<file path="src/design/spf_pkg.sv">
// ----------------------------------------------------------------------------
// spf_pkg
// Shared types, microcode table and constants of the stride prefetcher.
// ----------------------------------------------------------------------------
package spf_pkg;

  // fixed field widths
  localparam int unsigned ADDR_W     = 64;
  localparam int unsigned SHIFT_W    = 4;
  localparam int unsigned MISS_OFF_W = 12;

  // fixed miss offset list, in blocks
  localparam int unsigned NUM_MISS   = 9;
  localparam int unsigned MISS_IDX_W = 4;

  // reset value of the block size register
  localparam logic [SHIFT_W-1:0] BLOCK_SIZE_LOG2_RST = 4'd6;

  // microcode step addresses
  typedef logic [2:0] step_t;
  localparam step_t ST_IDLE   = 3'd0;
  localparam step_t ST_DISP   = 3'd1;
  localparam step_t ST_STRIDE = 3'd2;
  localparam step_t ST_MCHK   = 3'd3;
  localparam step_t ST_MISS   = 3'd4;

  // what a step sends to the output register
  typedef enum logic [1:0] {
    EMIT_NONE   = 2'd0,
    EMIT_STRIDE = 2'd1,
    EMIT_MISS   = 2'd2
  } emit_e;

  // datapath setup done by a step
  typedef enum logic [1:0] {
    DP_NOP         = 2'd0,
    DP_INIT_STRIDE = 2'd1,
    DP_INIT_MISS   = 2'd2
  } dp_e;

  // branch conditions
  typedef enum logic [2:0] {
    C_TRUE = 3'd0,
    C_SEEN = 3'd1,
    C_CONF = 3'd2,
    C_MISS = 3'd3,
    C_MORE = 3'd4
  } cond_e;

  // one control word
  typedef struct packed {
    logic  wait_in;
    emit_e emit;
    dp_e   dp;
    cond_e cond;
    step_t tgt_t;
    step_t tgt_f;
  } uword_t;

  // status from the datapath to the sequencer
  typedef struct packed {
    logic in_valid;
    logic out_free;
    logic seen;
    logic conf_nz;
    logic miss;
    logic more;
  } spf_stat_t;

  // control from the sequencer to the datapath
  typedef struct packed {
    uword_t w;
    logic   adv;
  } spf_ctl_t;

  // control store
  function automatic uword_t ucode(input step_t step);
    uword_t w;
    w = '{wait_in: 1'b1, emit: EMIT_NONE, dp: DP_NOP, cond: C_SEEN,
          tgt_t: ST_DISP, tgt_f: ST_IDLE};
    unique case (step)
      ST_IDLE:   w = '{wait_in: 1'b1, emit: EMIT_NONE, dp: DP_NOP, cond: C_SEEN,
                       tgt_t: ST_DISP, tgt_f: ST_IDLE};
      ST_DISP:   w = '{wait_in: 1'b0, emit: EMIT_NONE, dp: DP_INIT_STRIDE,
                       cond: C_CONF, tgt_t: ST_STRIDE, tgt_f: ST_MCHK};
      ST_STRIDE: w = '{wait_in: 1'b0, emit: EMIT_STRIDE, dp: DP_NOP, cond: C_MORE,
                       tgt_t: ST_STRIDE, tgt_f: ST_MCHK};
      ST_MCHK:   w = '{wait_in: 1'b0, emit: EMIT_NONE, dp: DP_INIT_MISS,
                       cond: C_MISS, tgt_t: ST_MISS, tgt_f: ST_IDLE};
      ST_MISS:   w = '{wait_in: 1'b0, emit: EMIT_MISS, dp: DP_NOP, cond: C_MORE,
                       tgt_t: ST_MISS, tgt_f: ST_IDLE};
      default:   w = '{wait_in: 1'b1, emit: EMIT_NONE, dp: DP_NOP, cond: C_TRUE,
                       tgt_t: ST_IDLE, tgt_f: ST_IDLE};
    endcase
    return w;
  endfunction

  // miss offsets in blocks
  function automatic logic signed [MISS_OFF_W-1:0] miss_off(
      input logic [MISS_IDX_W-1:0] idx);
    logic signed [MISS_OFF_W-1:0] o;
    o = '0;
    case (idx)
      4'd0:    o = 12'sd1;
      4'd1:    o = 12'sd2;
      4'd2:    o = 12'sd64;
      4'd3:    o = 12'sd128;
      4'd4:    o = -12'sd1088;
      4'd5:    o = -12'sd576;
      4'd6:    o = -12'sd64;
      4'd7:    o = 12'sd256;
      4'd8:    o = 12'sd512;
      default: o = '0;
    endcase
    return o;
  endfunction

endpackage

</file>
<file path="src/design/stride_prefetcher_core.sv">
// ----------------------------------------------------------------------------
// stride_prefetcher_core
// Stride prefetcher with confidence, run by a small microcode sequencer.
// ----------------------------------------------------------------------------
//  channel  | direction | handshake             | payload
//  ---------+-----------+-----------------------+------------------------------
//  in       | input     | in_valid_i/in_stall_o | addr_i, miss_i
//  out      | output    | out_valid_o/out_stall_i | prefetch_addr_o, last_o
//  cfg      | input     | cfg_we_i              | cfg_wdata_i (block_size_log2)
//
//  an access is taken in the idle step; the first one after reset returns to idle,
//  a later one runs dispatch, the stride loop if confidence is nonzero, the miss
//  check and the miss loop on a miss; one control step per cycle unless a step
//  waits on a handshake; one item leaves per cycle through the output register,
//  an out stall halts the emitting step; reset clears the step counter, history and confidence
// ----------------------------------------------------------------------------
module stride_prefetcher_core
  import spf_pkg::*;
#(
  parameter int unsigned SEQ_DEGREE   = 16,
  parameter int unsigned OTHER_DEGREE = 4,
  parameter int unsigned CONF_MAX     = 3
) (
  input  logic               clk_i,
  input  logic               rst_ni,
  input  logic               cfg_we_i,
  input  logic [SHIFT_W-1:0] cfg_wdata_i,
  input  logic               in_valid_i,
  output logic               in_stall_o,
  input  logic [ADDR_W-1:0]  addr_i,
  input  logic               miss_i,
  output logic               out_valid_o,
  input  logic               out_stall_i,
  output logic [ADDR_W-1:0]  prefetch_addr_o,
  output logic               last_o
);

  localparam int unsigned MAX_DEG = (SEQ_DEGREE > OTHER_DEGREE) ? SEQ_DEGREE : OTHER_DEGREE;
  localparam int unsigned MAX_CNT = (MAX_DEG > NUM_MISS) ? MAX_DEG : NUM_MISS;
  localparam int unsigned CNT_W   = $clog2(MAX_CNT);
  localparam int unsigned CONF_W  = $clog2(CONF_MAX + 1);

  spf_stat_t stat;
  spf_ctl_t  ctl;

  logic [SHIFT_W-1:0] sh_q;
  logic               seen_q, seen_d;
  logic [ADDR_W-1:0]  blk_q, blk_d;
  logic [ADDR_W-1:0]  stride_q, stride_d;
  logic [CONF_W-1:0]  conf_q, conf_d;
  logic               miss_q, miss_d;
  logic [ADDR_W-1:0]  acc_q, acc_d;
  logic [CNT_W-1:0]   cnt_q, cnt_d;
  logic [CNT_W-1:0]   lim_q, lim_d;
  logic               out_valid_q, out_valid_d;
  logic [ADDR_W-1:0]  out_addr_q, out_addr_d;
  logic               out_last_q, out_last_d;

  logic               in_acc;
  logic               out_free;
  logic [ADDR_W-1:0]  bsize;
  logic [ADDR_W-1:0]  in_blk;
  logic [ADDR_W-1:0]  delta;
  logic               unit_stride;
  logic signed [MISS_OFF_W-1:0] miss_off_v;
  logic [ADDR_W-1:0]  miss_addr;
  logic               emit_go;

  spf_seq u_seq (
    .clk_i  (clk_i),
    .rst_ni (rst_ni),
    .stat_i (stat),
    .ctl_o  (ctl)
  );

  // handshake
  assign in_stall_o = !ctl.w.wait_in;
  assign in_acc     = ctl.w.wait_in && ctl.adv;
  assign out_free   = !out_valid_q || !out_stall_i;
  assign emit_go    = ctl.adv && (ctl.w.emit != EMIT_NONE);

  assign stat = '{in_valid: in_valid_i, out_free: out_free, seen: seen_q,
                  conf_nz: (conf_q != '0), miss: miss_q, more: (cnt_q != lim_q)};

  // block alignment and delta
  assign bsize       = {{(ADDR_W-1){1'b0}}, 1'b1} << sh_q;
  assign in_blk      = addr_i & ({ADDR_W{1'b1}} << sh_q);
  assign delta       = in_blk - blk_q;
  assign unit_stride = (stride_q == bsize) || (stride_q == (~bsize + 1'b1));

  // fixed miss target for the current index
  assign miss_off_v = miss_off(cnt_q[MISS_IDX_W-1:0]);
  assign miss_addr  = blk_q + ({{(ADDR_W-MISS_OFF_W){miss_off_v[MISS_OFF_W-1]}},
                                miss_off_v} << sh_q);

  // history and confidence update on access
  always_comb begin
    seen_d   = seen_q;
    blk_d    = blk_q;
    stride_d = stride_q;
    conf_d   = conf_q;
    miss_d   = miss_q;
    if (in_acc) begin
      seen_d = 1'b1;
      blk_d  = in_blk;
      miss_d = miss_i;
      if (seen_q && (delta != '0)) begin
        if (delta == stride_q) begin
          if (conf_q < CONF_W'(CONF_MAX)) begin
            conf_d = conf_q + 1'b1;
          end
        end else begin
          conf_d   = '0;
          stride_d = delta;
        end
      end
    end
  end

  // accumulator and loop counter
  always_comb begin
    acc_d = acc_q;
    cnt_d = cnt_q;
    lim_d = lim_q;
    if (ctl.adv) begin
      case (ctl.w.dp)
        DP_INIT_STRIDE: begin
          acc_d = blk_q + stride_q;
          cnt_d = '0;
          lim_d = unit_stride ? CNT_W'(SEQ_DEGREE - 1) : CNT_W'(OTHER_DEGREE - 1);
        end
        DP_INIT_MISS: begin
          cnt_d = '0;
          lim_d = CNT_W'(NUM_MISS - 1);
        end
        default: ;
      endcase
      case (ctl.w.emit)
        EMIT_STRIDE: begin
          acc_d = acc_q + stride_q;
          cnt_d = cnt_q + 1'b1;
        end
        EMIT_MISS: cnt_d = cnt_q + 1'b1;
        default: ;
      endcase
    end
  end

  // output register
  always_comb begin
    out_valid_d = out_valid_q;
    out_addr_d  = out_addr_q;
    out_last_d  = out_last_q;
    if (emit_go) begin
      out_valid_d = 1'b1;
      if (ctl.w.emit == EMIT_STRIDE) begin
        out_addr_d = acc_q;
        out_last_d = (cnt_q == lim_q) && !miss_q;
      end else begin
        out_addr_d = miss_addr;
        out_last_d = (cnt_q == lim_q);
      end
    end else if (!out_stall_i) begin
      out_valid_d = 1'b0;
    end
  end

  // control state
  always_ff @(posedge clk_i or negedge rst_ni) begin
    if (!rst_ni) begin
      sh_q        <= BLOCK_SIZE_LOG2_RST;
      seen_q      <= 1'b0;
      blk_q       <= '0;
      stride_q    <= '0;
      conf_q      <= '0;
      out_valid_q <= 1'b0;
    end else begin
      if (cfg_we_i) begin
        sh_q <= cfg_wdata_i;
      end
      seen_q      <= seen_d;
      blk_q       <= blk_d;
      stride_q    <= stride_d;
      conf_q      <= conf_d;
      out_valid_q <= out_valid_d;
    end
  end

  // payload and loop registers
  always_ff @(posedge clk_i) begin
    miss_q     <= miss_d;
    acc_q      <= acc_d;
    cnt_q      <= cnt_d;
    lim_q      <= lim_d;
    out_addr_q <= out_addr_d;
    out_last_q <= out_last_d;
  end

  assign out_valid_o     = out_valid_q;
  assign prefetch_addr_o = out_addr_q;
  assign last_o          = out_last_q;

  // checks
  a_no_overwrite: assert property (@(posedge clk_i) disable iff (!rst_ni)
    emit_go |-> (!out_valid_q || !out_stall_i))
    else $error("pending output item overwritten");

  a_conf_range: assert property (@(posedge clk_i) disable iff (!rst_ni)
    conf_q <= CONF_W'(CONF_MAX))
    else $error("confidence above its limit");

  a_first_silent: assert property (@(posedge clk_i) disable iff (!rst_ni)
    (in_acc && !seen_q) |=> (ctl.w.wait_in && !(out_valid_o && !$past(out_valid_o))))
    else $error("first access did not return to idle silently");

  a_no_take_busy: assert property (@(posedge clk_i) disable iff (!rst_ni)
    (ctl.w.emit != EMIT_NONE) |-> !in_acc)
    else $error("access taken during emission");

endmodule

</file>
<file path="src/design/spf_seq.sv">
// ----------------------------------------------------------------------------
// spf_seq
// Microcode sequencer: step counter, control store fetch and branching.
// ----------------------------------------------------------------------------
module spf_seq
  import spf_pkg::*;
(
  input  logic      clk_i,
  input  logic      rst_ni,
  input  spf_stat_t stat_i,
  output spf_ctl_t  ctl_o
);

  step_t  step_q, step_d;
  uword_t w;
  logic   adv;
  logic   cond_ok;

  // fetch current control word
  assign w = ucode(step_q);

  // a waiting step finishes when its input or output side is ready, any other step always finishes
  always_comb begin
    if (w.wait_in) begin
      adv = stat_i.in_valid;
    end else if (w.emit != EMIT_NONE) begin
      adv = stat_i.out_free;
    end else begin
      adv = 1'b1;
    end
  end

  // branch condition
  always_comb begin
    unique case (w.cond)
      C_TRUE:  cond_ok = 1'b1;
      C_SEEN:  cond_ok = stat_i.seen;
      C_CONF:  cond_ok = stat_i.conf_nz;
      C_MISS:  cond_ok = stat_i.miss;
      C_MORE:  cond_ok = stat_i.more;
      default: cond_ok = 1'b0;
    endcase
  end

  // next step
  always_comb begin
    step_d = step_q;
    if (adv) begin
      step_d = cond_ok ? w.tgt_t : w.tgt_f;
    end
  end

  always_ff @(posedge clk_i or negedge rst_ni) begin
    if (!rst_ni) begin
      step_q <= ST_IDLE;
    end else begin
      step_q <= step_d;
    end
  end

  assign ctl_o = '{w: w, adv: adv};

endmodule

</file>
<file path="config.mk">
export PLATFORM = sky130hd
export DESIGN_NAME = stride_prefetcher_core
export DESIGN_NICKNAME = d
export VERILOG_FILES = /design/src/design/spf_pkg.sv /design/src/design/stride_prefetcher_core.sv /design/src/design/spf_seq.sv
export SDC_FILE = /design/constraint.sdc
export NUM_CORES = 1
export LEC_CHECK = 0
export ABC_AREA = 1
export BUFFER_PORTS_ARGS = -buffer_cell sky130_fd_sc_hd__buf_4
export CAP_MARGIN = 40
export CORE_MARGIN = 10
export CORE_UTILIZATION = 35
export CTS_CLUSTER_DIAMETER = 200
export DETAILED_ROUTE_END_ITERATION = 12
export GPL_TIMING_DRIVEN = 0
export PLACE_DENSITY = 0.62
export SYNTH_ARGS = -nofsm -noshare
export SYNTH_HDL_FRONTEND = slang
export SYNTH_SLANG_ARGS = --single-unit
</file>
<file path="constraint.sdc">
create_clock -name clk_i -period 5.6 [get_ports clk_i]
set_input_delay 0.84 -clock clk_i [delete_from_list [all_inputs] [get_ports clk_i]]
set_output_delay 0.84 -clock clk_i [all_outputs]
set_load 0.02 [all_outputs]
</file>
Word level (Yosys, flattened, before mapping)
Memory sizes are Yosys's and may differ from the RTL's. A register that Yosys moved wholly into a read port is not among the register bits. Cells that the tools add are included.

$add $sub $neg: 7. Magnitude comparators: 1. Equality and inequality tests: 19. Shift-type cells: 3. Muxes and demuxes: 18. Bitwise gates (word level): 3. Reductions and logical operators: 25.

Operators by type and width (number): $add A64 B64 Y64 (3); $eq A64 B64 Y1 (3); $mux W64 (3); $pmux W14 S5 (1); $add A64 B1 Y64 const B (1); $and A64 B64 Y64 (1); $not A64 Y64 (1); $reduce_bool A64 Y1 (1); $shl A1 B4 Y64 const A (1); $shl A64 B4 Y64 (1); $shl A64 B4 Y64 const A (1); $sub A64 B64 Y64 (1); $mux W4 (4); $eq A3 B2 Y1 const B (4); $reduce_bool A2 Y1 (5); $pmux W4 S2 (1); $eq A3 B1 Y1 const B (2); $eq A3 B3 Y1 const B (2); $logic_not A3 Y1 (2); $reduce_and A2 Y1 (3); $reduce_and A3 Y1 (2); $mux W1 (5); $pmux W1 S5 (1); $add A4 B1 Y4 const B (1); other kinds (14) (26).

Flip-flop bits (word level): 277. Bits in read-only memories: 128. Input bits: 74. Output and inout port bits: 67. Word-level logic and storage cells: 90. Memories: 1.

Memory list: (no name shown) (words 16, width 8, read ports 1, clocked after Yosys merged registers in 1, wr ports 0, line spf_pkg.sv:103) `case (idx)`.

Depth between registers and ports, before layout
Depth after elaboration: 7. Mapped depth: 34. Depth with buffers taken out: 32.

Hierarchy
From an unflattened synthesis, not the netlist that was laid out.

Cell total of the unflattened synthesis: 4576. Area total of the unflattened synthesis: 28564.9 sq um.

Modules (own cells, without submodules): stride_prefetcher_core (times used 1, cells an instance 4521, area an instance 28215.8 sq um, sequential area each 7679.9 sq um); spf_seq (times used 1, cells an instance 55, area an instance 349.1 sq um, sequential area each 75.1 sq um).

Worst setup path before layout
OpenSTA, ideal clock, no wires.

Kind: flip-flop to flip-flop. From: register u_seq.step_q[2]. To: register miss_off_v[9] (netlist name). Library setup time: 121 ps. Arrival: 5444 ps. Required time: 5479 ps. Slack: 35 ps. Cell stages (with the launch flop): 15. Path buffers: 0. Clock period less this slack: 5565 ps. Cell sequence: dfrtp_1 > nor3_1 > inv_2 > nand2_1 > inv_2 > nand2_1 > or2_1 > o21ai_2 > nor2_1 > inv_1 > o22ai_1 > inv_1 > ha_1 > o21ai_0 > o21ai_0.

Cells in the longest elaborated chain, start to end: 7. Elaborated cells between the ends (all ways): 19. Classes of those cells: 8 x eq/ne; 5 x mux; 6 x reduce/logical.

Ends and longest elaborated chain: start, declared (line spf_seq.sv:14) `step_t step_q, step_d;`; start signal, assigned (line spf_seq.sv:57) `step_q <= step_d;`; $eq A3 B3 Y1, or another cell as far along (line spf_pkg.sv:81) `unique case (step)`; $pmux W14 S5 * (line spf_pkg.sv:81); $eq A2 B1 Y1, or another cell as far along (line stride_prefetcher_core.sv:138) `case (ctl.w.emit)`; $reduce_or A2 Y1 (no source line) / $mux W1 (equally long branches); $reduce_bool A2 Y1 (no source line) / $mux W1 (equally long branches); $reduce_and A2 Y1 (no source line); $mux W4 (no source line) *.

Mark *: on every way between the ends. The rest lies on a longest branch, timed or not. A chain may end at the register's enable or synchronous reset.

Worst setup path after layout
From: register sh_q[2]. To: register stride_q[33].

Cells in the longest elaborated chain, start to end: 6. Elaborated cells between the ends (all ways): 8. Classes of those cells: 1 x add/sub; 1 x eq/ne; 1 x shift; 2 x bitwise; 3 x reduce/logical.

Ends and longest elaborated chain: start, declared (line stride_prefetcher_core.sv:46) `logic [SHIFT_W-1:0] sh_q;`; start signal, assigned (line stride_prefetcher_core.sv:179) `sh_q <= cfg_wdata_i;`; $shl A64 B4 Y64 * (line stride_prefetcher_core.sv:87) `assign in_blk = addr_i & ({ADDR_W{1'b1}} << sh_q);`; $and A64 B64 Y64 * (line stride_prefetcher_core.sv:87); via in_blk[13] (line stride_prefetcher_core.sv:62) `logic [ADDR_W-1:0] in_blk;`; $sub A64 B64 Y64 * (line stride_prefetcher_core.sv:88) `assign delta = in_blk - blk_q;`; $eq A64 B64 Y1 / $reduce_bool A64 Y1 (equally long branches) (line stride_prefetcher_core.sv:108, stride_prefetcher_core.sv:107); $not A1 Y1 (no source line) / $logic_and A1 B1 Y1 (equally long branches); $reduce_and A3 Y1 (no source line); end signal, assigned (line stride_prefetcher_core.sv:183) `stride_q <= stride_d;`; end, declared (line stride_prefetcher_core.sv:49) `logic [ADDR_W-1:0] stride_q, stride_d;`.

Mark *: on every way through the listed nets, which the timed path passes. The rest lies on a longest branch.

==> flow_summary.json <==
{
  "crit_path_max_fanout": 10,
  "crit_required_ns": 6.04,
  "ctsHoldBuffers": 0,
  "crit_family": "simple AND/OR/NAND/NOR gates",
  "met1_length_um": 58100,
  "grt_pass1_wl_um": 178000,
  "htree_levels": 2,
  "p_per_area_nw_per_um2": 742,
  "die_area_um2": 92000,
  "cts_tree": "done",
  "cts_resized": 14,
  "cellLeakagePower_nw": 16.4,
  "place.gp.congestion": 1.02,
  "ant_nets": 0,
  "dr.pass1.iters": 12,
  "power_mw": 23.7,
  "drcViolationCount": 0,
  "tns_ns": 0,
  "syn_nets": 4747,
  "reg2reg_slack_ns": 0.22,
  "path_clk_slew_ns": 0.06,
  "cts_root_buf": "clkbuf_16",
  "fin_crit_sh_pct": 96.1,
  "r2r_start": "sh_q[2]",
  "rows": 103,
  "nNetsFinal": 4932,
  "wl_met3_um": 8140,
  "ys.flop_type": "edfxtp_1",
  "wl_met2_um": 52600,
  "wire_per_inst_um": 21.5,
  "avgSynthCellArea_um2": 6.29,
  "final-setup-viol-count": 0,
  "coreArea_um2": 79300,
  "drive_gt1_share_pct": 6.18,
  "slowest_stage": "dfstp_2",
  "status": "finished, final reports clean",
  "clk_path_buf_depth": 3,
  "vdd_drop_max_uv": 268,
  "grt_max_degree": 94,
  "worstPathArrival_ns": 5.82,
  "drv_slew": 0,
  "port-buffer-count": 140,
  "start_util_pct": 35.4,
  "yosysWarnings": 0,
  "tightest_slew_ns": 0.957,
  "yosysUniqueCellTypes": 53,
  "cpMostUsedCell": "nand2_1",
  "reg2reg_to": "stride_q[33]",
  "syn_area_um2": 28100,
  "fp.dieW_um": 303,
  "synth_edf_count": 137,
  "grt_pass1_vias": 27967,
  "async_flop_share_pct": 48.9,
  "cp-end-kind": "register",
  "wirelength_um": 123000,
  "finalHoldViolCount": 0,
  "grt_remaining_overflow": 0,
  "io_pins": 141,
  "fin_worst_skew_ns": 0.0382,
  "hold_path.class": "in -> async",
  "slowest_delay_ns": 0.57,
  "hpwl_um": 107000,
  "finalCoreUtilization_pct": 40.2,
  "seq_area_frac_synth_pct": 27.6,
  "fillers": 8717,
  "relSlewSlack_pct": 36.2,
  "holdWs_ns": 0.255,
  "cts_setup_buffers": 0,
  "critPathLaunchType": "register",
  "mostFrequentLayoutCells": "nand2_1, inv_1, nor2_1, o21ai_0, a21oi_1",
  "multi_input_area_um2": 17100,
  "ff2ff_path_depth": 30,
  "vias_per_cell": 5.19,
  "grt_usage_pct": 26.1,
  "finalInstanceArea_um2": 31900,
  "dieHeight_um": 303,
  "fmax_ghz": 0.186,
  "dr.max_layer_used": "met4",
  "initialDrtViolationCount": 2949,
  "clkLatencyLatePin_ns": 0.56,
  "drv_cap": 0,
  "mostFrequentLayoutCell": "nand2_1",
  "fin_crit_ns": 5.38,
  "place_area_um2": 30600,
  "regArea_um2": 7760,
  "critPathKind": "reg -> reg",
  "rsz0062_at_grt": "false",
  "synth_cells": 4469,
  "antenna_found_initial": 0,
  "cts.sinks": 284,
  "vias": 29733,
  "cp_num_buf_inv": 7,
  "syn2layout_area_growth_pct": 13.4,
  "synth-seq-cells": 284,
  "cts-buffers-inserted": 34
}
## cells by family (layout without fill, tap and decap cells)
group	after synthesis	in the layout	synth area share [%]
buffers and inverters	843	1051	11.5
other	0	1	0
AO/OA/AOI/OAI	796	796	15.4
flip-flops	284	284	27.6
multiplexers	1	1	0.0356
XOR/XNOR	117	117	3.70
adder cells (fa/ha/maj)	204	204	9.17
AND/OR/NAND/NOR	2224	2224	32.6
## worst reg2reg max path, delay by kind of cell, from the launching register on
kind / cells / cell delay, ns
fa+ha+maj: 1 / 0.35
buf+inv: 7 / 1.07
flops: 1 / 0.57
simple gates: 22 / 3.28
## per-layer routing
layer,up-vias,global-route usage (%)
li1,14872,-
met1,13627,37.8
met2,1066,40.3
met3,168,2.22
met4,0,8.44
met5,-,0
## worst max-delay path by stage
stage,slack (ns),to,depth (start not counted),from
CTS,0.05,stride_q[30],28,sh_q[1]
global route,0.007,stride_q[45],30,sh_q[2]
detailed placement,-1.30,acc_q[62],20,u_seq.step_q[2]
floorplan,0.03,miss_off_v[9],14,u_seq.step_q[2]
finish,0.22,stride_q[33],30,sh_q[2]
global placement,-2.40,miss_off_v[9],14,u_seq.step_q[2]
## registers in the layout, summed over array words and instances (netlist names), 2 cells and up
register	cells
u_seq.step_q	3
prefetch_addr_o	64
miss_off_v	8
blk_q	64
conf_q	2
lim_q	3
sh_q	4
stride_q	64
acc_q	64
cnt_q	4
## synth_stat cells, types with 6 or more instances
library cell	instances	area, um^2
xor2_1	63	552
nand3b_1	44	330
dfxtp_1	8	160
nor2_2	7	43.8
a211oi_1	7	52.6
a21o_1	16	120
nand2_1	1370	5140
o22ai_1	12	75.1
nor4_1	27	169
inv_2	13	48.8
nand4_1	51	319
xnor2_1	53	464
nand2_2	6	37.5
buf_2	15	75.1
a31oi_1	67	419
inv_1	761	2860
or2_2	16	100
a21oi_1	304	1520
o21ai_0	320	1600
edfxtp_1	137	4110
nand3_1	247	1240
buf_6	6	67.6
ha_1	201	2510
clkbuf_1	42	158
o21a_1	14	105
dfrtp_1	137	3430
nor3_1	24	120
o21bai_1	10	75.1
o211ai_1	10	75.1
nor2_1	424	1590
## power breakdown
part           internal, mW  switching (mW)  total [mW]  leakage, nW
registers              3.82            1.06        4.88         3.08
clock network          1.43           0.955        2.39        0.584
logic                  5.19            11.2        16.4         12.7
## area by class of cell
| cell class | instances | area share, % |
|---|---|---|
| multi-input cells | 3342 | 53.8 |
| flip-flops and latches | 284 | 24.3 |
| inverters | 777 | 9.15 |
| well taps | 1050 | 4.12 |
| repair buffers | 149 | 3.84 |
| clock buffers | 45 | 3.09 |
| plain buffers | 66 | 1.01 |
| clock inverters | 14 | 0.613 |
| diodes | 1 | 0.00785 |
## metrics by stage
stage | worst slack (ns) | instances
after floorplan | 0.0350 | 4469
after global placement | -2.40 | 5659
after detailed placement | -1.30 | 5668
after CTS | 0.0477 | 5727
after global routing | 0.00686 | 5727
final | 0.216 | 5728
Note: power is estimated with default switching activity, not from simulation.
